[src/design/abg_pkg.sv]
// ---------------------------------------------------------------------------
// abg_pkg
// Types, codes and constants of the anchor box generator.
// ---------------------------------------------------------------------------
package abg_pkg;

    localparam int DEF_SIZE_SLOTS = 4;
    localparam int DEF_MAX_RATIOS = 8;

    // item function codes
    localparam logic [1:0] FUNC_LOAD_SIZE  = 2'd0;
    localparam logic [1:0] FUNC_LOAD_RATIO = 2'd1;
    localparam logic [1:0] FUNC_GENERATE   = 2'd2;
    localparam logic [1:0] FUNC_UNUSED     = 2'd3;

    // configuration register indexes
    localparam logic [2:0] CFG_IMAGE_WIDTH   = 3'd0;
    localparam logic [2:0] CFG_IMAGE_HEIGHT  = 3'd1;
    localparam logic [2:0] CFG_STEP_X        = 3'd2;
    localparam logic [2:0] CFG_STEP_Y        = 3'd3;
    localparam logic [2:0] CFG_CENTER_OFFSET = 3'd4;
    localparam logic [2:0] CFG_CLIP_ENABLE   = 3'd5;
    localparam logic [2:0] CFG_SIZE_COUNT    = 3'd6;
    localparam logic [2:0] CFG_RATIO_COUNT   = 3'd7;

    localparam int CFG_IDX_W  = 3;
    localparam int CFG_DATA_W = 16;

    // configuration reset values
    localparam logic [12:0] RST_IMAGE_WIDTH   = 13'd300;
    localparam logic [12:0] RST_IMAGE_HEIGHT  = 13'd300;
    localparam logic [15:0] RST_STEP_X        = 16'd128;
    localparam logic [15:0] RST_STEP_Y        = 16'd128;
    localparam logic [7:0]  RST_CENTER_OFFSET = 8'd128;
    localparam logic        RST_CLIP_ENABLE   = 1'b0;
    localparam logic [2:0]  RST_SIZE_COUNT    = 3'd1;
    localparam logic [3:0]  RST_RATIO_COUNT   = 4'd1;

    localparam logic [15:0] RATIO_ONE = 16'd4096;
    localparam logic [15:0] Q_ONE     = 16'h4000;
    localparam logic [15:0] SAT_POS   = 16'h7FFF;
    localparam logic [15:0] SAT_NEG   = 16'h8000;

    // datapath widths
    localparam int PROD_W     = 48;
    localparam int C2_W       = 37;
    localparam int SIDE_W     = 32;
    localparam int MAG_W      = 38;
    localparam int DIV_NUM_W  = 60;
    localparam int DIV_DEN_W  = 16;
    localparam int SQRT_W     = 64;

    typedef struct packed {
        logic [1:0]  func;
        logic [2:0]  entry_index;
        logic [15:0] base_side;
        logic [15:0] outer_side;
        logic [15:0] ratio_q12;
        logic [11:0] cell_x;
        logic [11:0] cell_y;
    } t_in_item;

    typedef struct packed {
        logic signed [15:0] x_min;
        logic signed [15:0] y_min;
        logic signed [15:0] x_max;
        logic signed [15:0] y_max;
        logic               last_box;
    } t_out_item;

    typedef enum logic [4:0] {
        OP_NONE,
        OP_TAKE,
        OP_MUL_CX,
        OP_MUL_CY,
        OP_SET_CY,
        OP_BOX_MIN,
        OP_MUL_MX,
        OP_SQRT_MX,
        OP_SET_MX,
        OP_RATIO_FIRST,
        OP_RATIO_NEXT,
        OP_MUL_MM,
        OP_MUL_AR,
        OP_SQRT_W,
        OP_DIV_H,
        OP_SQRT_H,
        OP_SET_H,
        OP_NORM,
        OP_NORM_ST,
        OP_EMIT,
        OP_SIZE_NEXT
    } t_op;

    typedef struct packed {
        t_op op;
    } t_cmd;

    typedef struct packed {
        logic div_done;
        logic sqrt_done;
        logic mx_nz;
        logic size_end;
        logic ratio_end;
        logic ratio_ok;
        logic edge_last;
        logic box_last;
        logic out_free;
    } t_status;

endpackage

[src/design/abg_in_if.sv]
// ---------------------------------------------------------------------------
// abg_in_if
// Input item channel: valid, ready and one input item.
// ---------------------------------------------------------------------------
interface abg_in_if;
    logic              valid;
    logic              ready;
    abg_pkg::t_in_item item;

    modport source (output valid, output item, input ready);
    modport sink (input valid, input item, output ready);
endinterface

[src/design/abg_out_if.sv]
// ---------------------------------------------------------------------------
// abg_out_if
// Result channel: valid, ready and one box.
// ---------------------------------------------------------------------------
interface abg_out_if;
    logic               valid;
    logic               ready;
    abg_pkg::t_out_item item;

    modport source (output valid, output item, input ready);
    modport sink (input valid, input item, output ready);
endinterface

[src/design/anchor_box_generator.sv]
// Sequence: a load item is taken in the idle state; a generate item first computes the centers,
// then each min-size box, max box and ratio box in turn.
// The divider sets the pace: it runs for each edge of every box, and for a ratio box
// it also runs for the height, with the square root run for the width and the height.
// Throughput: one item at a time; a finished box waits in the output register.
// Reset: synchronous, active low; configuration returns to defaults, tables stay unset.
// ---------------------------------------------------------------------------
// anchor_box_generator
// Prior box generation for one feature-map cell, with size and ratio tables.
// ---------------------------------------------------------------------------
module anchor_box_generator #(
    parameter int SIZE_SLOTS = abg_pkg::DEF_SIZE_SLOTS,
    parameter int MAX_RATIOS = abg_pkg::DEF_MAX_RATIOS
) (
    input  logic                           i_clk,
    input  logic                           i_rst_n,
    abg_in_if.sink                         i_box_req,
    abg_out_if.source                      o_box,
    input  logic                           i_cfg_wr_en,
    input  logic [abg_pkg::CFG_IDX_W-1:0]  i_cfg_idx,
    input  logic [abg_pkg::CFG_DATA_W-1:0] i_cfg_data
);
    abg_pkg::t_cmd    cmd;
    abg_pkg::t_status status;

    abg_ctrl u_ctrl (
        .i_clk     (i_clk),
        .i_rst_n   (i_rst_n),
        .i_in_valid(i_box_req.valid),
        .i_func    (i_box_req.item.func),
        .o_in_ready(i_box_req.ready),
        .i_status  (status),
        .o_cmd     (cmd)
    );

    abg_datapath #(
        .SIZE_SLOTS(SIZE_SLOTS),
        .MAX_RATIOS(MAX_RATIOS)
    ) u_datapath (
        .i_clk      (i_clk),
        .i_rst_n    (i_rst_n),
        .i_cmd      (cmd),
        .o_status   (status),
        .i_item     (i_box_req.item),
        .i_cfg_wr_en(i_cfg_wr_en),
        .i_cfg_idx  (i_cfg_idx),
        .i_cfg_data (i_cfg_data),
        .o_out_valid(o_box.valid),
        .i_out_ready(o_box.ready),
        .o_out_item (o_box.item)
    );
endmodule

[src/design/abg_div.sv]
// ---------------------------------------------------------------------------
// abg_div
// Restoring divider, one quotient bit per cycle.
// ---------------------------------------------------------------------------
module abg_div #(
    parameter int NUM_W = abg_pkg::DIV_NUM_W,
    parameter int DEN_W = abg_pkg::DIV_DEN_W
) (
    input  logic             i_clk,
    input  logic             i_rst_n,
    input  logic             i_start,
    input  logic [NUM_W-1:0] i_num,
    input  logic [DEN_W-1:0] i_den,
    output logic             o_done,
    output logic [NUM_W-1:0] o_quo
);
    localparam int CNT_W = $clog2(NUM_W + 1);

    logic             r_busy;
    logic             r_done;
    logic [CNT_W-1:0] r_cnt;
    logic [NUM_W-1:0] r_q;
    logic [DEN_W-1:0] r_rem;
    logic [DEN_W-1:0] r_den;

    logic [DEN_W:0] trial;
    logic [DEN_W:0] diff;
    logic           fits;
    logic           last_step;

    assign trial     = {r_rem, r_q[NUM_W-1]};
    assign diff      = trial - {1'b0, r_den};
    assign fits      = trial >= {1'b0, r_den};
    assign last_step = r_busy && (r_cnt == CNT_W'(NUM_W - 1));

    always_ff @(posedge i_clk) begin
        if (!i_rst_n) begin
            r_busy <= 1'b0;
            r_done <= 1'b0;
        end else begin
            r_done <= last_step && !i_start;
            if (i_start) begin
                r_busy <= 1'b1;
            end else if (last_step) begin
                r_busy <= 1'b0;
            end
        end
    end

    always_ff @(posedge i_clk) begin
        if (i_start) begin
            r_q   <= i_num;
            r_rem <= '0;
            r_den <= i_den;
            r_cnt <= '0;
        end else if (r_busy) begin
            r_q   <= {r_q[NUM_W-2:0], fits};
            r_rem <= fits ? diff[DEN_W-1:0] : trial[DEN_W-1:0];
            r_cnt <= r_cnt + 1'b1;
        end
    end

    assign o_done = r_done;
    assign o_quo  = r_q;
endmodule

[src/design/abg_sqrt.sv]
// ---------------------------------------------------------------------------
// abg_sqrt
// Integer square root, floor, one result bit per cycle.
// ---------------------------------------------------------------------------
module abg_sqrt #(
    parameter int W = abg_pkg::SQRT_W
) (
    input  logic           i_clk,
    input  logic           i_rst_n,
    input  logic           i_start,
    input  logic [W-1:0]   i_val,
    output logic           o_done,
    output logic [W/2-1:0] o_root
);
    logic         r_busy;
    logic         r_done;
    logic [W-1:0] r_v;
    logic [W-1:0] r_r;
    logic [W-1:0] r_b;

    logic [W-1:0] trial;
    logic         fits;
    logic         last_step;

    assign trial     = r_r + r_b;
    assign fits      = r_v >= trial;
    assign last_step = r_busy && r_b[0];

    always_ff @(posedge i_clk) begin
        if (!i_rst_n) begin
            r_busy <= 1'b0;
            r_done <= 1'b0;
        end else begin
            r_done <= last_step && !i_start;
            if (i_start) begin
                r_busy <= 1'b1;
            end else if (last_step) begin
                r_busy <= 1'b0;
            end
        end
    end

    always_ff @(posedge i_clk) begin
        if (i_start) begin
            r_v <= i_val;
            r_r <= '0;
            r_b <= {2'b01, {(W-2){1'b0}}};
        end else if (r_busy) begin
            if (fits) begin
                r_v <= r_v - trial;
                r_r <= (r_r >> 1) + r_b;
            end else begin
                r_r <= r_r >> 1;
            end
            r_b <= r_b >> 2;
        end
    end

    assign o_done = r_done;
    assign o_root = r_r[W/2-1:0];
endmodule

[src/design/abg_datapath.sv]
// ---------------------------------------------------------------------------
// abg_datapath
// Tables, configuration, centers, box sides, edge normalization and the
// result register of the anchor box generator.
// ---------------------------------------------------------------------------
module abg_datapath #(
    parameter int SIZE_SLOTS = abg_pkg::DEF_SIZE_SLOTS,
    parameter int MAX_RATIOS = abg_pkg::DEF_MAX_RATIOS
) (
    input  logic                           i_clk,
    input  logic                           i_rst_n,
    input  abg_pkg::t_cmd                  i_cmd,
    output abg_pkg::t_status               o_status,
    input  abg_pkg::t_in_item              i_item,
    input  logic                           i_cfg_wr_en,
    input  logic [abg_pkg::CFG_IDX_W-1:0]  i_cfg_idx,
    input  logic [abg_pkg::CFG_DATA_W-1:0] i_cfg_data,
    output logic                           o_out_valid,
    input  logic                           i_out_ready,
    output abg_pkg::t_out_item             o_out_item
);
    localparam int SW  = (SIZE_SLOTS > 1) ? $clog2(SIZE_SLOTS) : 1;
    localparam int SCW = $clog2(SIZE_SLOTS + 1);
    localparam int RW  = (MAX_RATIOS > 1) ? $clog2(MAX_RATIOS) : 1;
    localparam int RCW = $clog2(MAX_RATIOS + 1);

    // configuration
    logic [12:0] r_image_width;
    logic [12:0] r_image_height;
    logic [15:0] r_step_x;
    logic [15:0] r_step_y;
    logic [7:0]  r_center_offset;
    logic        r_clip;
    logic [2:0]  r_size_count;
    logic [3:0]  r_ratio_count;

    // tables
    logic [15:0] r_min_tab   [SIZE_SLOTS];
    logic [15:0] r_max_tab   [SIZE_SLOTS];
    logic [15:0] r_ratio_tab [MAX_RATIOS];

    logic [11:0]                  r_cell_x;
    logic [11:0]                  r_cell_y;
    logic [SCW-1:0]               r_s;
    logic [RCW-1:0]               r_r;
    logic [1:0]                   r_e;
    logic [abg_pkg::PROD_W-1:0]   r_prod;
    logic [abg_pkg::C2_W-1:0]     r_c2x;
    logic [abg_pkg::C2_W-1:0]     r_c2y;
    logic [31:0]                  r_mm;
    logic [abg_pkg::SIDE_W-1:0]   r_w;
    logic [abg_pkg::SIDE_W-1:0]   r_h;
    logic                         r_neg;
    logic                         r_last;
    logic [15:0]                  r_f [4];
    logic                         r_out_valid;
    abg_pkg::t_out_item           r_out_item;

    logic [SW-1:0]  load_sidx;
    logic [RW-1:0]  load_ridx;
    logic [15:0]    mn;
    logic [15:0]    mx;
    logic [15:0]    ar;
    logic [SCW-1:0] ns;
    logic [RCW-1:0] nr;
    logic           size_last;
    logic           any_from0;
    logic           any_after;
    logic           ratio_ok;

    assign load_sidx = SW'(i_item.entry_index);
    assign load_ridx = RW'(i_item.entry_index);
    assign mn = r_min_tab[r_s[SW-1:0]];
    assign mx = r_max_tab[r_s[SW-1:0]];
    assign ar = r_ratio_tab[r_r[RW-1:0]];

    assign ns = (32'(r_size_count) > SIZE_SLOTS) ? SCW'(SIZE_SLOTS) : SCW'(r_size_count);
    assign nr = (32'(r_ratio_count) > MAX_RATIOS) ? RCW'(MAX_RATIOS) : RCW'(r_ratio_count);
    assign size_last = ({1'b0, r_s} + 1'b1) >= {1'b0, ns};
    assign ratio_ok  = (r_r < nr) && (ar != '0) && (ar != abg_pkg::RATIO_ONE);

    // look ahead for any usable ratio, to flag the last box of the cell
    always_comb begin
        any_from0 = 1'b0;
        any_after = 1'b0;
        for (int j = 0; j < MAX_RATIOS; j++) begin
            if ((RCW'(j) < nr) && (r_ratio_tab[j] != '0)
                    && (r_ratio_tab[j] != abg_pkg::RATIO_ONE)) begin
                any_from0 = 1'b1;
                if (RCW'(j) > r_r) begin
                    any_after = 1'b1;
                end
            end
        end
    end

    // shared multiplier
    logic [31:0]                mul_a;
    logic [15:0]                mul_b;
    logic [abg_pkg::PROD_W-1:0] mul_p;

    always_comb begin
        mul_a = r_prod[31:0];
        mul_b = ar;
        case (i_cmd.op)
            abg_pkg::OP_MUL_CX: begin
                mul_a = 32'({r_cell_x, 8'd0}) + 32'(r_center_offset);
                mul_b = r_step_x;
            end
            abg_pkg::OP_MUL_CY: begin
                mul_a = 32'({r_cell_y, 8'd0}) + 32'(r_center_offset);
                mul_b = r_step_y;
            end
            abg_pkg::OP_MUL_MX: begin
                mul_a = 32'(mn);
                mul_b = mx;
            end
            abg_pkg::OP_MUL_MM: begin
                mul_a = 32'(mn);
                mul_b = mn;
            end
            default: begin
                mul_a = r_prod[31:0];
                mul_b = ar;
            end
        endcase
    end

    assign mul_p = mul_a * mul_b;

    // edge in units of 2^-13 pixel
    logic                         axis_y;
    logic [abg_pkg::C2_W-1:0]     c2;
    logic [abg_pkg::SIDE_W-1:0]   side;
    logic [12:0]                  d;
    logic [abg_pkg::MAG_W-1:0]    mag;
    logic                         edge_neg;

    assign axis_y = r_e[0];
    assign c2     = axis_y ? r_c2y : r_c2x;
    assign side   = axis_y ? r_h : r_w;
    assign d      = axis_y ? ((r_image_height == '0) ? 13'd1 : r_image_height)
                           : ((r_image_width == '0) ? 13'd1 : r_image_width);

    always_comb begin
        if (r_e[1]) begin
            mag      = abg_pkg::MAG_W'(c2) + abg_pkg::MAG_W'(side);
            edge_neg = 1'b0;
        end else if (abg_pkg::MAG_W'(c2) >= abg_pkg::MAG_W'(side)) begin
            mag      = abg_pkg::MAG_W'(c2) - abg_pkg::MAG_W'(side);
            edge_neg = 1'b0;
        end else begin
            mag      = abg_pkg::MAG_W'(side) - abg_pkg::MAG_W'(c2);
            edge_neg = 1'b1;
        end
    end

    // shared divider and square root
    logic                            div_start;
    logic [abg_pkg::DIV_NUM_W-1:0]   div_num;
    logic [abg_pkg::DIV_DEN_W-1:0]   div_den;
    logic                            div_done;
    logic [abg_pkg::DIV_NUM_W-1:0]   div_quo;
    logic                            sq_start;
    logic [abg_pkg::SQRT_W-1:0]      sq_val;
    logic                            sq_done;
    logic [abg_pkg::SQRT_W/2-1:0]    sq_root;

    assign div_start = (i_cmd.op == abg_pkg::OP_NORM) || (i_cmd.op == abg_pkg::OP_DIV_H);
    assign div_num   = (i_cmd.op == abg_pkg::OP_DIV_H)
                     ? {r_mm, 28'd0}
                     : abg_pkg::DIV_NUM_W'({mag, 2'b00}) + abg_pkg::DIV_NUM_W'(d);
    assign div_den   = (i_cmd.op == abg_pkg::OP_DIV_H)
                     ? ar : abg_pkg::DIV_DEN_W'({d, 1'b0});

    assign sq_start = (i_cmd.op == abg_pkg::OP_SQRT_MX) || (i_cmd.op == abg_pkg::OP_SQRT_W)
                   || (i_cmd.op == abg_pkg::OP_SQRT_H);

    always_comb begin
        case (i_cmd.op)
            abg_pkg::OP_SQRT_MX: sq_val = abg_pkg::SQRT_W'({r_prod[31:0], 16'd0});
            abg_pkg::OP_SQRT_W:  sq_val = abg_pkg::SQRT_W'({r_prod, 4'd0});
            default:             sq_val = abg_pkg::SQRT_W'(div_quo);
        endcase
    end

    abg_div #(
        .NUM_W(abg_pkg::DIV_NUM_W),
        .DEN_W(abg_pkg::DIV_DEN_W)
    ) u_div (
        .i_clk  (i_clk),
        .i_rst_n(i_rst_n),
        .i_start(div_start),
        .i_num  (div_num),
        .i_den  (div_den),
        .o_done (div_done),
        .o_quo  (div_quo)
    );

    abg_sqrt #(
        .W(abg_pkg::SQRT_W)
    ) u_sqrt (
        .i_clk  (i_clk),
        .i_rst_n(i_rst_n),
        .i_start(sq_start),
        .i_val  (sq_val),
        .o_done (sq_done),
        .o_root (sq_root)
    );

    // rounded quotient -> saturated, optionally clipped Q2.14
    logic [15:0] fval;

    always_comb begin
        if (r_clip) begin
            if (r_neg) begin
                fval = '0;
            end else if (div_quo > abg_pkg::DIV_NUM_W'(abg_pkg::Q_ONE)) begin
                fval = abg_pkg::Q_ONE;
            end else begin
                fval = div_quo[15:0];
            end
        end else if (r_neg) begin
            if (div_quo >= abg_pkg::DIV_NUM_W'(abg_pkg::SAT_NEG)) begin
                fval = abg_pkg::SAT_NEG;
            end else begin
                fval = 16'd0 - div_quo[15:0];
            end
        end else if (div_quo >= abg_pkg::DIV_NUM_W'(abg_pkg::SAT_POS)) begin
            fval = abg_pkg::SAT_POS;
        end else begin
            fval = div_quo[15:0];
        end
    end

    // configuration and result valid
    always_ff @(posedge i_clk) begin
        if (!i_rst_n) begin
            r_image_width   <= abg_pkg::RST_IMAGE_WIDTH;
            r_image_height  <= abg_pkg::RST_IMAGE_HEIGHT;
            r_step_x        <= abg_pkg::RST_STEP_X;
            r_step_y        <= abg_pkg::RST_STEP_Y;
            r_center_offset <= abg_pkg::RST_CENTER_OFFSET;
            r_clip          <= abg_pkg::RST_CLIP_ENABLE;
            r_size_count    <= abg_pkg::RST_SIZE_COUNT;
            r_ratio_count   <= abg_pkg::RST_RATIO_COUNT;
            r_out_valid     <= 1'b0;
        end else begin
            if (i_cfg_wr_en) begin
                case (i_cfg_idx)
                    abg_pkg::CFG_IMAGE_WIDTH:   r_image_width   <= i_cfg_data[12:0];
                    abg_pkg::CFG_IMAGE_HEIGHT:  r_image_height  <= i_cfg_data[12:0];
                    abg_pkg::CFG_STEP_X:        r_step_x        <= i_cfg_data;
                    abg_pkg::CFG_STEP_Y:        r_step_y        <= i_cfg_data;
                    abg_pkg::CFG_CENTER_OFFSET: r_center_offset <= i_cfg_data[7:0];
                    abg_pkg::CFG_CLIP_ENABLE:   r_clip          <= i_cfg_data[0];
                    abg_pkg::CFG_SIZE_COUNT:    r_size_count    <= i_cfg_data[2:0];
                    abg_pkg::CFG_RATIO_COUNT:   r_ratio_count   <= i_cfg_data[3:0];
                    default: ;
                endcase
            end
            if (i_cmd.op == abg_pkg::OP_EMIT) begin
                r_out_valid <= 1'b1;
            end else if (i_out_ready) begin
                r_out_valid <= 1'b0;
            end
        end
    end

    always_ff @(posedge i_clk) begin
        case (i_cmd.op)
            abg_pkg::OP_TAKE: begin
                case (i_item.func)
                    abg_pkg::FUNC_LOAD_SIZE: begin
                        if (32'(i_item.entry_index) < SIZE_SLOTS) begin
                            r_min_tab[load_sidx] <= i_item.base_side;
                            r_max_tab[load_sidx] <= i_item.outer_side;
                        end
                    end
                    abg_pkg::FUNC_LOAD_RATIO: begin
                        if (32'(i_item.entry_index) < MAX_RATIOS) begin
                            r_ratio_tab[load_ridx] <= i_item.ratio_q12;
                        end
                    end
                    default: begin
                        r_cell_x <= i_item.cell_x;
                        r_cell_y <= i_item.cell_y;
                    end
                endcase
            end
            abg_pkg::OP_MUL_CX: r_prod <= mul_p;
            abg_pkg::OP_MUL_CY: begin
                r_c2x  <= {r_prod[abg_pkg::C2_W-2:0], 1'b0};
                r_prod <= mul_p;
            end
            abg_pkg::OP_SET_CY: begin
                r_c2y <= {r_prod[abg_pkg::C2_W-2:0], 1'b0};
                r_s   <= '0;
            end
            abg_pkg::OP_BOX_MIN: begin
                r_w    <= abg_pkg::SIDE_W'({mn, 8'd0});
                r_h    <= abg_pkg::SIDE_W'({mn, 8'd0});
                r_e    <= '0;
                r_last <= size_last && (mx == '0) && !any_from0;
            end
            abg_pkg::OP_MUL_MX, abg_pkg::OP_MUL_MM: r_prod <= mul_p;
            abg_pkg::OP_SET_MX: begin
                r_w    <= sq_root;
                r_h    <= sq_root;
                r_e    <= '0;
                r_last <= size_last && !any_from0;
            end
            abg_pkg::OP_RATIO_FIRST: r_r <= '0;
            abg_pkg::OP_RATIO_NEXT:  r_r <= r_r + 1'b1;
            abg_pkg::OP_MUL_AR: begin
                r_mm   <= r_prod[31:0];
                r_prod <= mul_p;
            end
            abg_pkg::OP_DIV_H: r_w <= sq_root;
            abg_pkg::OP_SET_H: begin
                r_h    <= sq_root;
                r_e    <= '0;
                r_last <= size_last && !any_after;
            end
            abg_pkg::OP_NORM: r_neg <= edge_neg;
            abg_pkg::OP_NORM_ST: begin
                r_f[r_e] <= fval;
                r_e      <= r_e + 1'b1;
            end
            abg_pkg::OP_EMIT: begin
                r_out_item.x_min    <= r_f[0];
                r_out_item.y_min    <= r_f[1];
                r_out_item.x_max    <= r_f[2];
                r_out_item.y_max    <= r_f[3];
                r_out_item.last_box <= r_last;
            end
            abg_pkg::OP_SIZE_NEXT: r_s <= r_s + 1'b1;
            default: ;
        endcase
    end

    assign o_status.div_done  = div_done;
    assign o_status.sqrt_done = sq_done;
    assign o_status.mx_nz     = (mx != '0);
    assign o_status.size_end  = (r_s >= ns);
    assign o_status.ratio_end = (r_r >= nr);
    assign o_status.ratio_ok  = ratio_ok;
    assign o_status.edge_last = (r_e == 2'd3);
    assign o_status.box_last  = r_last;
    assign o_status.out_free  = !r_out_valid || i_out_ready;

    assign o_out_valid = r_out_valid;
    assign o_out_item  = r_out_item;
endmodule

[src/design/abg_ctrl.sv]
// ---------------------------------------------------------------------------
// abg_ctrl
// Sequencer of the anchor box generator: walks sizes, the optional max box
// and the ratios, and runs each box through sides, edges and the result.
// ---------------------------------------------------------------------------
module abg_ctrl (
    input  logic             i_clk,
    input  logic             i_rst_n,
    input  logic             i_in_valid,
    input  logic [1:0]       i_func,
    output logic             o_in_ready,
    input  abg_pkg::t_status i_status,
    output abg_pkg::t_cmd    o_cmd
);
    typedef enum logic [4:0] {
        S_IDLE, S_CX, S_CY, S_CY2, S_SIZE, S_NORM, S_NWAIT, S_EMIT,
        S_MX, S_MXSQ, S_MXW, S_RSTART, S_RCHK, S_MULAR, S_SQW, S_SQWW,
        S_DIVW, S_SQHW, S_RNEXT
    } t_state;

    typedef enum logic [1:0] {
        RET_MIN, RET_MX, RET_RATIO
    } t_ret;

    t_state r_state, n_state;
    t_ret   r_ret, n_ret;

    always_comb begin
        n_state    = r_state;
        n_ret      = r_ret;
        o_cmd.op   = abg_pkg::OP_NONE;
        o_in_ready = (r_state == S_IDLE);
        case (r_state)
            S_IDLE: begin
                if (i_in_valid) begin
                    o_cmd.op = abg_pkg::OP_TAKE;
                    if (i_func == abg_pkg::FUNC_GENERATE) begin
                        n_state = S_CX;
                    end
                end
            end
            S_CX: begin
                o_cmd.op = abg_pkg::OP_MUL_CX;
                n_state  = S_CY;
            end
            S_CY: begin
                o_cmd.op = abg_pkg::OP_MUL_CY;
                n_state  = S_CY2;
            end
            S_CY2: begin
                o_cmd.op = abg_pkg::OP_SET_CY;
                n_state  = S_SIZE;
            end
            S_SIZE: begin
                if (i_status.size_end) begin
                    n_state = S_IDLE;
                end else begin
                    o_cmd.op = abg_pkg::OP_BOX_MIN;
                    n_ret    = RET_MIN;
                    n_state  = S_NORM;
                end
            end
            S_NORM: begin
                o_cmd.op = abg_pkg::OP_NORM;
                n_state  = S_NWAIT;
            end
            S_NWAIT: begin
                if (i_status.div_done) begin
                    o_cmd.op = abg_pkg::OP_NORM_ST;
                    n_state  = i_status.edge_last ? S_EMIT : S_NORM;
                end
            end
            S_EMIT: begin
                if (i_status.out_free) begin
                    o_cmd.op = abg_pkg::OP_EMIT;
                    if (i_status.box_last) begin
                        n_state = S_IDLE;
                    end else begin
                        case (r_ret)
                            RET_MIN: n_state = S_MX;
                            RET_MX:  n_state = S_RSTART;
                            default: n_state = S_RNEXT;
                        endcase
                    end
                end
            end
            S_MX: begin
                if (i_status.mx_nz) begin
                    o_cmd.op = abg_pkg::OP_MUL_MX;
                    n_state  = S_MXSQ;
                end else begin
                    n_state = S_RSTART;
                end
            end
            S_MXSQ: begin
                o_cmd.op = abg_pkg::OP_SQRT_MX;
                n_state  = S_MXW;
            end
            S_MXW: begin
                if (i_status.sqrt_done) begin
                    o_cmd.op = abg_pkg::OP_SET_MX;
                    n_ret    = RET_MX;
                    n_state  = S_NORM;
                end
            end
            S_RSTART: begin
                o_cmd.op = abg_pkg::OP_RATIO_FIRST;
                n_state  = S_RCHK;
            end
            S_RCHK: begin
                if (i_status.ratio_end) begin
                    o_cmd.op = abg_pkg::OP_SIZE_NEXT;
                    n_state  = S_SIZE;
                end else if (i_status.ratio_ok) begin
                    o_cmd.op = abg_pkg::OP_MUL_MM;
                    n_state  = S_MULAR;
                end else begin
                    // skip ratio one and zero
                    o_cmd.op = abg_pkg::OP_RATIO_NEXT;
                end
            end
            S_MULAR: begin
                o_cmd.op = abg_pkg::OP_MUL_AR;
                n_state  = S_SQW;
            end
            S_SQW: begin
                o_cmd.op = abg_pkg::OP_SQRT_W;
                n_state  = S_SQWW;
            end
            S_SQWW: begin
                if (i_status.sqrt_done) begin
                    o_cmd.op = abg_pkg::OP_DIV_H;
                    n_state  = S_DIVW;
                end
            end
            S_DIVW: begin
                if (i_status.div_done) begin
                    o_cmd.op = abg_pkg::OP_SQRT_H;
                    n_state  = S_SQHW;
                end
            end
            S_SQHW: begin
                if (i_status.sqrt_done) begin
                    o_cmd.op = abg_pkg::OP_SET_H;
                    n_ret    = RET_RATIO;
                    n_state  = S_NORM;
                end
            end
            S_RNEXT: begin
                o_cmd.op = abg_pkg::OP_RATIO_NEXT;
                n_state  = S_RCHK;
            end
            default: n_state = S_IDLE;
        endcase
    end

    always_ff @(posedge i_clk) begin
        if (!i_rst_n) begin
            r_state <= S_IDLE;
            r_ret   <= RET_MIN;
        end else begin
            r_state <= n_state;
            r_ret   <= n_ret;
        end
    end
endmodule

[src/flat_wrapper.sv]
// flat-port wrapper written by rule: the top's interface ports become plain ports
module anchor_box_generator_flat 
#(
    parameter int SIZE_SLOTS = abg_pkg::DEF_SIZE_SLOTS,
    parameter int MAX_RATIOS = abg_pkg::DEF_MAX_RATIOS
)
  (i_clk, i_rst_n, i_cfg_wr_en, i_cfg_idx, i_cfg_data, i_box_req_valid, i_box_req_item, i_box_req_ready, o_box_valid, o_box_item, o_box_ready);
  abg_in_if i_box_req_i ();
  abg_out_if o_box_i ();
  input  logic i_clk;
  input  logic i_rst_n;
  input  logic i_cfg_wr_en;
  input  logic [abg_pkg::CFG_IDX_W-1:0] i_cfg_idx;
  input  logic [abg_pkg::CFG_DATA_W-1:0] i_cfg_data;
  input wire logic [$bits(i_box_req_i.valid)-1:0] i_box_req_valid;
  input wire logic [$bits(i_box_req_i.item)-1:0] i_box_req_item;
  output wire logic [$bits(i_box_req_i.ready)-1:0] i_box_req_ready;
  output wire logic [$bits(o_box_i.valid)-1:0] o_box_valid;
  output wire logic [$bits(o_box_i.item)-1:0] o_box_item;
  input wire logic [$bits(o_box_i.ready)-1:0] o_box_ready;
  assign i_box_req_i.valid = i_box_req_valid;
  assign i_box_req_i.item = i_box_req_item;
  assign i_box_req_ready = i_box_req_i.ready;
  assign o_box_valid = o_box_i.valid;
  assign o_box_item = o_box_i.item;
  assign o_box_i.ready = o_box_ready;
  anchor_box_generator #(.SIZE_SLOTS(SIZE_SLOTS), .MAX_RATIOS(MAX_RATIOS)) u_core (.i_clk(i_clk), .i_rst_n(i_rst_n), .i_box_req(i_box_req_i), .o_box(o_box_i), .i_cfg_wr_en(i_cfg_wr_en), .i_cfg_idx(i_cfg_idx), .i_cfg_data(i_cfg_data));
endmodule
[config.mk]
export PLATFORM = sky130hd
export DESIGN_NAME = anchor_box_generator_flat
export DESIGN_NICKNAME = d
export VERILOG_FILES = /design/src/design/abg_pkg.sv /design/src/design/abg_in_if.sv /design/src/design/abg_out_if.sv /design/src/design/anchor_box_generator.sv /design/src/design/abg_div.sv /design/src/design/abg_sqrt.sv /design/src/design/abg_datapath.sv /design/src/design/abg_ctrl.sv /design/src/flat_wrapper.sv
export SDC_FILE = /design/constraint.sdc
export NUM_CORES = 2
export LEC_CHECK = 0
export BUFFER_PORTS_ARGS = -buffer_cell sky130_fd_sc_hd__buf_2
export CAP_MARGIN = 40
export CORE_ASPECT_RATIO = 0.8
export CORE_MARGIN = 2
export CORE_UTILIZATION = 40
export CTS_CLUSTER_SIZE = 28
export DETAILED_ROUTE_END_ITERATION = 16
export PLACE_DENSITY_LB_ADDON = 0.15
export SETUP_SLACK_MARGIN = 0.1
export SYNTH_ARGS = -nofsm -noshare
export SYNTH_HDL_FRONTEND = slang
export SYNTH_SLANG_ARGS = --single-unit
[constraint.sdc]
create_clock -name i_clk -period 30.7 [get_ports i_clk]
set_clock_uncertainty 0.15 [all_clocks]
set_input_delay 3.07 -clock i_clk [delete_from_list [all_inputs] [get_ports i_clk]]
set_output_delay 3.07 -clock i_clk [all_outputs]
set_load 0.01 [all_outputs]
* Yosys cells after proc, flatten, opt, wreduce, memory -nomap -nowiden *
Memory sizes are Yosys's and may differ from the RTL's. A register that Yosys moved wholly into a read port is not among the register bits.
Index checks and enable logic that the tools add are counted.

storage, ports and cells
  input port bits = 101
  RAM bits = 320
  memories = 4
  flip-flop bits (word level) = 596

memory list
  memory                         words  width  rd ports  clocked after Yosys merged registers in  write ports  line                RTL
  u_core.u_datapath.r_ratio_tab  8      16     9         1                                        1            abg_datapath.sv:40  logic [15:0] r_ratio_tab [MAX_RATIOS];
  u_core.u_datapath.r_f          4      16     4         4                                        1            abg_datapath.sv:55  logic [15:0] r_f [4];
  u_core.u_datapath.r_max_tab    4      16     1         1                                        1            abg_datapath.sv:39  logic [15:0] r_max_tab [SIZE_SLOTS];
  u_core.u_datapath.r_min_tab    4      16     1         1                                        1            abg_datapath.sv:38  logic [15:0] r_min_tab [SIZE_SLOTS];

operators by class
  multiply operators = 1
  equality and inequality tests = 70
  order comparisons = 29
  reductions and logical operators = 85
  multiplexer cells = 106
  bitwise gates (word level) = 1
  $add $sub $neg = 16

operators with widths
  kind                                                   number
  two-way mux 64 bit                                     4
  two-way mux 60 bit                                     3
  nonzero test 16 bit                                    10
  != test 16 x 13 -> 1 bit, second input constant        9
  one-hot mux 32 bit (2 select lines)                    2
  one-hot mux 60 bit (2 select lines)                    1
  two-way mux 16 bit                                     7
  one-hot mux 32 bit (3 select lines)                    1
  one-hot mux 5 bit (19 select lines)                    1
  one-hot mux 5 bit (17 select lines)                    1
  == test 5 x 4 -> 1 bit, second input constant          16
  two-way mux 38 bit                                     2
  two-way mux 5 bit                                      14
  adder 63 x 63 -> 64 bit                                1
  adder 64 x 63 -> 64 bit                                1
  >= comparator 64 bit                                   1
  one-hot mux 16 bit (4 select lines)                    1
  subtractor 64 bit                                      1
  >= comparator 60 x 15 -> 1 bit, second input constant  1
  >= comparator 60 x 16 -> 1 bit, second input constant  1
  > comparator 60 x 15 -> 1 bit, second input constant   1
  multiplier 32 x 16 -> 48 bit                           1
  adder 20 x 8 -> 21 bit                                 2
  two-way mux 1 bit                                      42
  other kinds (69)                                       184

* Longest topological paths before layout *
  word-level depth = 23
  mapped depth = 46
  mapped depth without buffers = 43

* Hierarchy *
Synthesis repeated with hierarchy kept, for this count alone.

unflattened totals
  cell total of the unflattened synthesis = 7427
  area total of the unflattened synthesis = 73668.2 sq um

by module, submodules not included
  module        cells each  area each (sq um)  seq. area each (sq um)  instances
  abg_datapath  4961        52306.4            20699.9                 1
  abg_sqrt      1929        15361.0            3883.7                  1
  abg_div       387         4926.0             2762.6                  1
  abg_ctrl      150         1074.8             140.1                   1

* Worst setup path before layout *
No wires, ideal clock.

  kind = register to register
  from = register with a tool-made name
  to = register u_core.u_datapath.r_prod[46] (netlist name) (data pin)
  data required time = 30285 ps
  library setup time = 265 ps
  slack = 20456 ps
  arrival = 9829 ps
  path buffers = 6
  clock period less this slack = 10244 ps
  stages on the path, launching flop included = 42
  cells stage by stage = dfxtp_1 > buf_2 > buf_2 > buf_2 > mux4_2 > mux2_2 > nor4_1 > nand4_1 > o21ai_1 > nor4_2 > nor2_1 > nand2_1 > buf_2 > a31oi_1 > buf_2 > buf_2 > nand2_1 > fa_1 > (+6 left out) > fa_1 > inv_1 > fa_1 > inv_1 > ha_1 > a21oi_1 > o21bai_1 > a21oi_1 > o21ai_0 > o21bai_1 > o21ai_0 > o21ai_0 > a31oi_1 > o21ai_0 > a211o_1 > a221oi_1 > o21ai_0 > xor2_1

RTL lines
  what                    line                 RTL
  end signal: assignment  abg_datapath.sv:291  abg_pkg::OP_MUL_CX: r_prod <= mul_p;
  end signal: assignment  abg_datapath.sv:294  r_prod <= mul_p;
  end signal: assignment  abg_datapath.sv:306  abg_pkg::OP_MUL_MX, abg_pkg::OP_MUL_MM: r_prod <= mul_p;
  end: declaration        abg_datapath.sv:47   logic [abg_pkg::PROD_W-1:0] r_prod;

==> results.txt <==
- Using the TritonRoute via totals, the vias-per-cell ratio works out to 5.85.
- Once the clock tree was built, the resizer swapped 0 gates to a different size.
- Area of the die: 0.180 mm2
- The clock passes through at most 3 buffers.
- Adder and majority gate portion of the synthesized area: 18.9%
- The synthesized netlist devotes 14.2% of its cell area to compound gates.
- FFs w/ async S/R, synth: 0%
- STA classifies the critical path endpoint as a flip-flop.
- Clock Pin Slew Worst Setup and Hold Paths: 0.07 ns
- Worst EP arrival: 12.58 ns
- Portion of the post-synthesis area used by sequential elements: 38.9%
* Post-synthesis average cell area: 10.1 um2
* Initial Util: 40.4%
* Share of synthesized cell area in and, or, nand and nor gates: 13.6%
- In this run, post-CTS hold repair placed 0 buffers.
* Status: completed
- The count of cells in the finished layout, fillers not included, comes to 9422.
* Total core area: 0.175 mm2
- Final hold violation count: 0
- Syn-to-layout area delta: 10.6%
- Type of element launching the critical path: flip-flop
- In this run the most used layer during global routing was met1.
- Met2 track demand over resource in global routing: 38.4%
- Data on the critical path is required at its endpoint by 31.04 ns.
- Across the run, the number of max-cap violations was 0.
- Xor and xnor fraction of the mapped netlist area: 3.63%
- Multiplexer share of the synthesized area: 5.23%
- Number of search-and-repair iterations in the first detailed-routing pass: 6
* Vert. Die Dim: 380 um
- Final-layout setup total negative slack: 0 ns
* Port Buf Inserts: 167
* Normalized max-slew margin: 29.9%
* Total CTS buffers: 105
* Netlist area before placement: 0.0707 mm2
* Share of final-layout standard cells stronger than drive strength 1: 10.2%
- Post-layout minimum cycle time: 12.23 ns
- The via count of the first global-routing pass was 53200.
- Global routing consumed, on the met1 layer, 39.7% of the routing resources.
- The slowest stage of the critical path is the a221oi_1 cell.
- Total detailed-routing wirelength: 243 mm
- Combinational family with the most area after synthesis: adder cells
- In the final routed layout, each cell accounts on average for 25.8 um.
- In this run the worst hold path is classified as flip-flop to flip-flop.
- Post-synthesis instance total: 6967
- The H-tree generated during clock tree synthesis spans 3 levels.
- Measured along the x axis, the die boundary spans 474 um.
* Worst hold slack across all endpoints: 0.229 ns
- The worst setup path is of the flip-flop to flip-flop kind.
- Synthesis inferred 985 register bits.
- The first global-routing pass estimated 358 mm of wire.
- Delay of the slowest cell on the worst path: 0.72 ns
- Met3 GRT Util: 5.93%
- Final core occ: 44.7%
* Sinks on Clock Net: 985
- DP Cell Count: 9220
- Clock root buffer master: clkbuf_16
- CP dominant cell by count: fa_1
- DR DRC count: 0
* Max Clk Rate: 81.8 MHz
- Remaining number of nets flagged by the antenna check after routing: 0
- Setup repair after global routing left no endpoint under its margin.
* Yosys warnings: 0
- Total grt overflow: 0
- The netlist uses 103 different library cells.
- I/O pins: 168
- Filler instances: 16600
* Number of enable flip-flop cells after synthesis: 776
- After layout, the worst path uses 39.8% of the clock period.
* Net total in the final layout: 7951
* Clock Latency Late Sink: 0.76 ns
- Clock tree from TritonCTS: built
- Global-route total usage across every layer: 26.7%
- Final setup violation count: 0
- RD Place Congestion: 0.960
- The routed layout has 55100 vias.
- Highest net fanout along the worst path: 24
- For the pin with the worst max-slew slack, the measured transition is 1.05 ns.
* Number of rows created at floorplan: 137
- HPWL Detailed: 183 mm
- The initial antenna violation count came to 17.
- Mapped Nets: 7882
* Most used flip-flop cell after synthesis: edfxtp_1
* Setup bufs post-CTS: 0
* Pin count of the biggest net entering global routing: 121
- The final-report max-slew violation count came to 0.
* DRC marker count from the first detailed-route iteration: 5697
logic make-up after synthesis:
family	count (synthesis)
xor gates and xnor gates	293
adders and majority gates	814
and+or+nand+nor	2054
muxes	280
DFF	985
buffers and inverters	1012
AOI/OAI and AO/OA	1529
metrics by stage:
stage / setup slack, ns / cell area (um2)
2_1_floorplan: 20.46 / 70700
3_3_place_gp: 18.21 / 74000
3_5_place_dp: 18.52 / 74500
4_1_cts: 18.49 / 78100
5_1_grt: 17.77 / 78100
6_report: 18.47 / 78100
worst paths after layout:
check	startpoint	to	slack [ns]	cells past startpoint
max reg2reg	flip-flop	u_core.u_datapath.r_prod[41]	18.47	35
min reg2reg	u_core.u_datapath.r_f[1][13]	o_box_item[46]	0.23	0
min	u_core.u_datapath.r_f[1][13]	o_box_item[46]	0.23	0
max	flip-flop	u_core.u_datapath.r_prod[41]	18.47	35
cells in the final DEF (no fill, tap or decap), types with 22 or more instances in the layout:
| cell | n |
|---|---|
| and3_1 | 50 |
| a21o_1 | 117 |
| nand2_1 | 779 |
| ha_1 | 390 |
| inv_1 | 669 |
| mux4_2 | 64 |
| o21bai_1 | 60 |
| nand4_1 | 64 |
| o31ai_1 | 35 |
| a21boi_0 | 66 |
| nand2b_1 | 74 |
| buf_4 | 106 |
| nor4_1 | 58 |
| mux2_2 | 72 |
| and2_1 | 95 |
| clkbuf_16 | 106 |
| o21ai_0 | 320 |
| buf_2 | 171 |
| fa_1 | 424 |
| a21oi_1 | 375 |
| o21a_1 | 39 |
| edfxtp_1 | 776 |
| or3_1 | 29 |
| xor2_1 | 113 |
| a31oi_1 | 78 |
| a221o_1 | 22 |
| dfxtp_1 | 206 |
| xnor2_1 | 180 |
| nor3_1 | 78 |
| a22o_1 | 38 |
| a31o_2 | 22 |
| a22oi_1 | 59 |
| nor2_1 | 518 |
| o211ai_1 | 22 |
| mux2i_1 | 143 |
| nand3_1 | 88 |
| nor2b_1 | 110 |
| a211oi_1 | 59 |
state kept, by name, indices dropped and copies added (netlist names), 36 cells and up, named ones only:
register and count:
u_core.u_datapath.u_sqrt.r_v 64, u_core.u_datapath.u_div.o_quo 60, u_core.u_datapath.r_f 64, u_core.u_datapath.r_c2x 36
u_core.u_datapath.r_min_tab 64, u_core.u_datapath.r_prod 48, u_core.u_datapath.r_c2y 36, o_box_item 63
u_core.u_datapath.r_ratio_tab 128, u_core.u_datapath.r_max_tab 64, u_core.u_datapath.u_sqrt.r_r 64
critical path: cells and delay by family, from the launching register on:
kind / cells / cell delay, ns
AO/OA/AOI/OAI: 12 / 4.01
adder cells (fa/ha/maj): 7 / 3.50
AND/OR/NAND/NOR: 7 / 1.97
multiplexers: 2 / 1.03
buffers and inverters: 6 / 0.66
flip-flops: 1 / 0.53
XOR/XNOR: 1 / 0.09
synthesized netlist by cell type (14+ instances only):
cell	number	area share [%]
a211oi_1	60	0.64
a21boi_0	66	0.70
a21o_1	117	1.2
a21oi_1	377	2.7
a221o_1	22	0.31
a221oi_1	14	0.17
a222oi_1	16	0.23
a22o_1	38	0.47
a22oi_1	59	0.63
a31o_2	22	0.27
a31oi_1	85	0.75
and2_1	95	0.84
and3_1	52	0.46
buf_1	22	0.12
buf_2	50	0.35
clkbuf_1	258	1.4
dfxtp_1	209	5.9
edfxtp_1	776	33
fa_1	424	12
ha_1	390	6.9
inv_1	670	3.6
mux2_2	72	1.1
mux2i_1	144	2.0
mux4_2	64	2.0
nand2_1	780	4.1
nand2b_1	75	0.66
nand3_1	89	0.63
nand4_1	64	0.57
nor2_1	526	2.8
nor2b_1	111	0.98
nor3_1	86	0.61
nor4_1	58	0.51
o211ai_1	22	0.23
o21a_1	39	0.41
o21ai_0	321	2.3
o21ai_1	19	0.13
o21bai_1	60	0.64
o31ai_1	35	0.37
or2_2	18	0.16
or3_1	31	0.27
xnor2_1	180	2.2
xor2_1	113	1.4
metal layers:
layer,share of wire [%],vias up
met3,9.7,339
li1,-,24700
met5,0.010,-
met1,45,27600
met2,42,2455
met4,3.2,4
area by class of cell:
cell class / count / area [um2] / area share [%]
Antenna cell: 5 / 12.5 / 0.0160
Clock buffer: 133 / 2870 / 3.68
Timing Repair Buffer: 301 / 2110 / 2.70
Clock inverter: 62 / 747 / 0.956
Sequential cell: 985 / 27500 / 35.2
Tap cell: 2293 / 2870 / 3.67
Inverter: 673 / 2530 / 3.23
Multi-Input combinational cell: 4970 / 39500 / 50.5
Power is left out: the tool's default activity adds up to more than one toggle a clock period on the data nets, which glitch-free logic cannot reach.
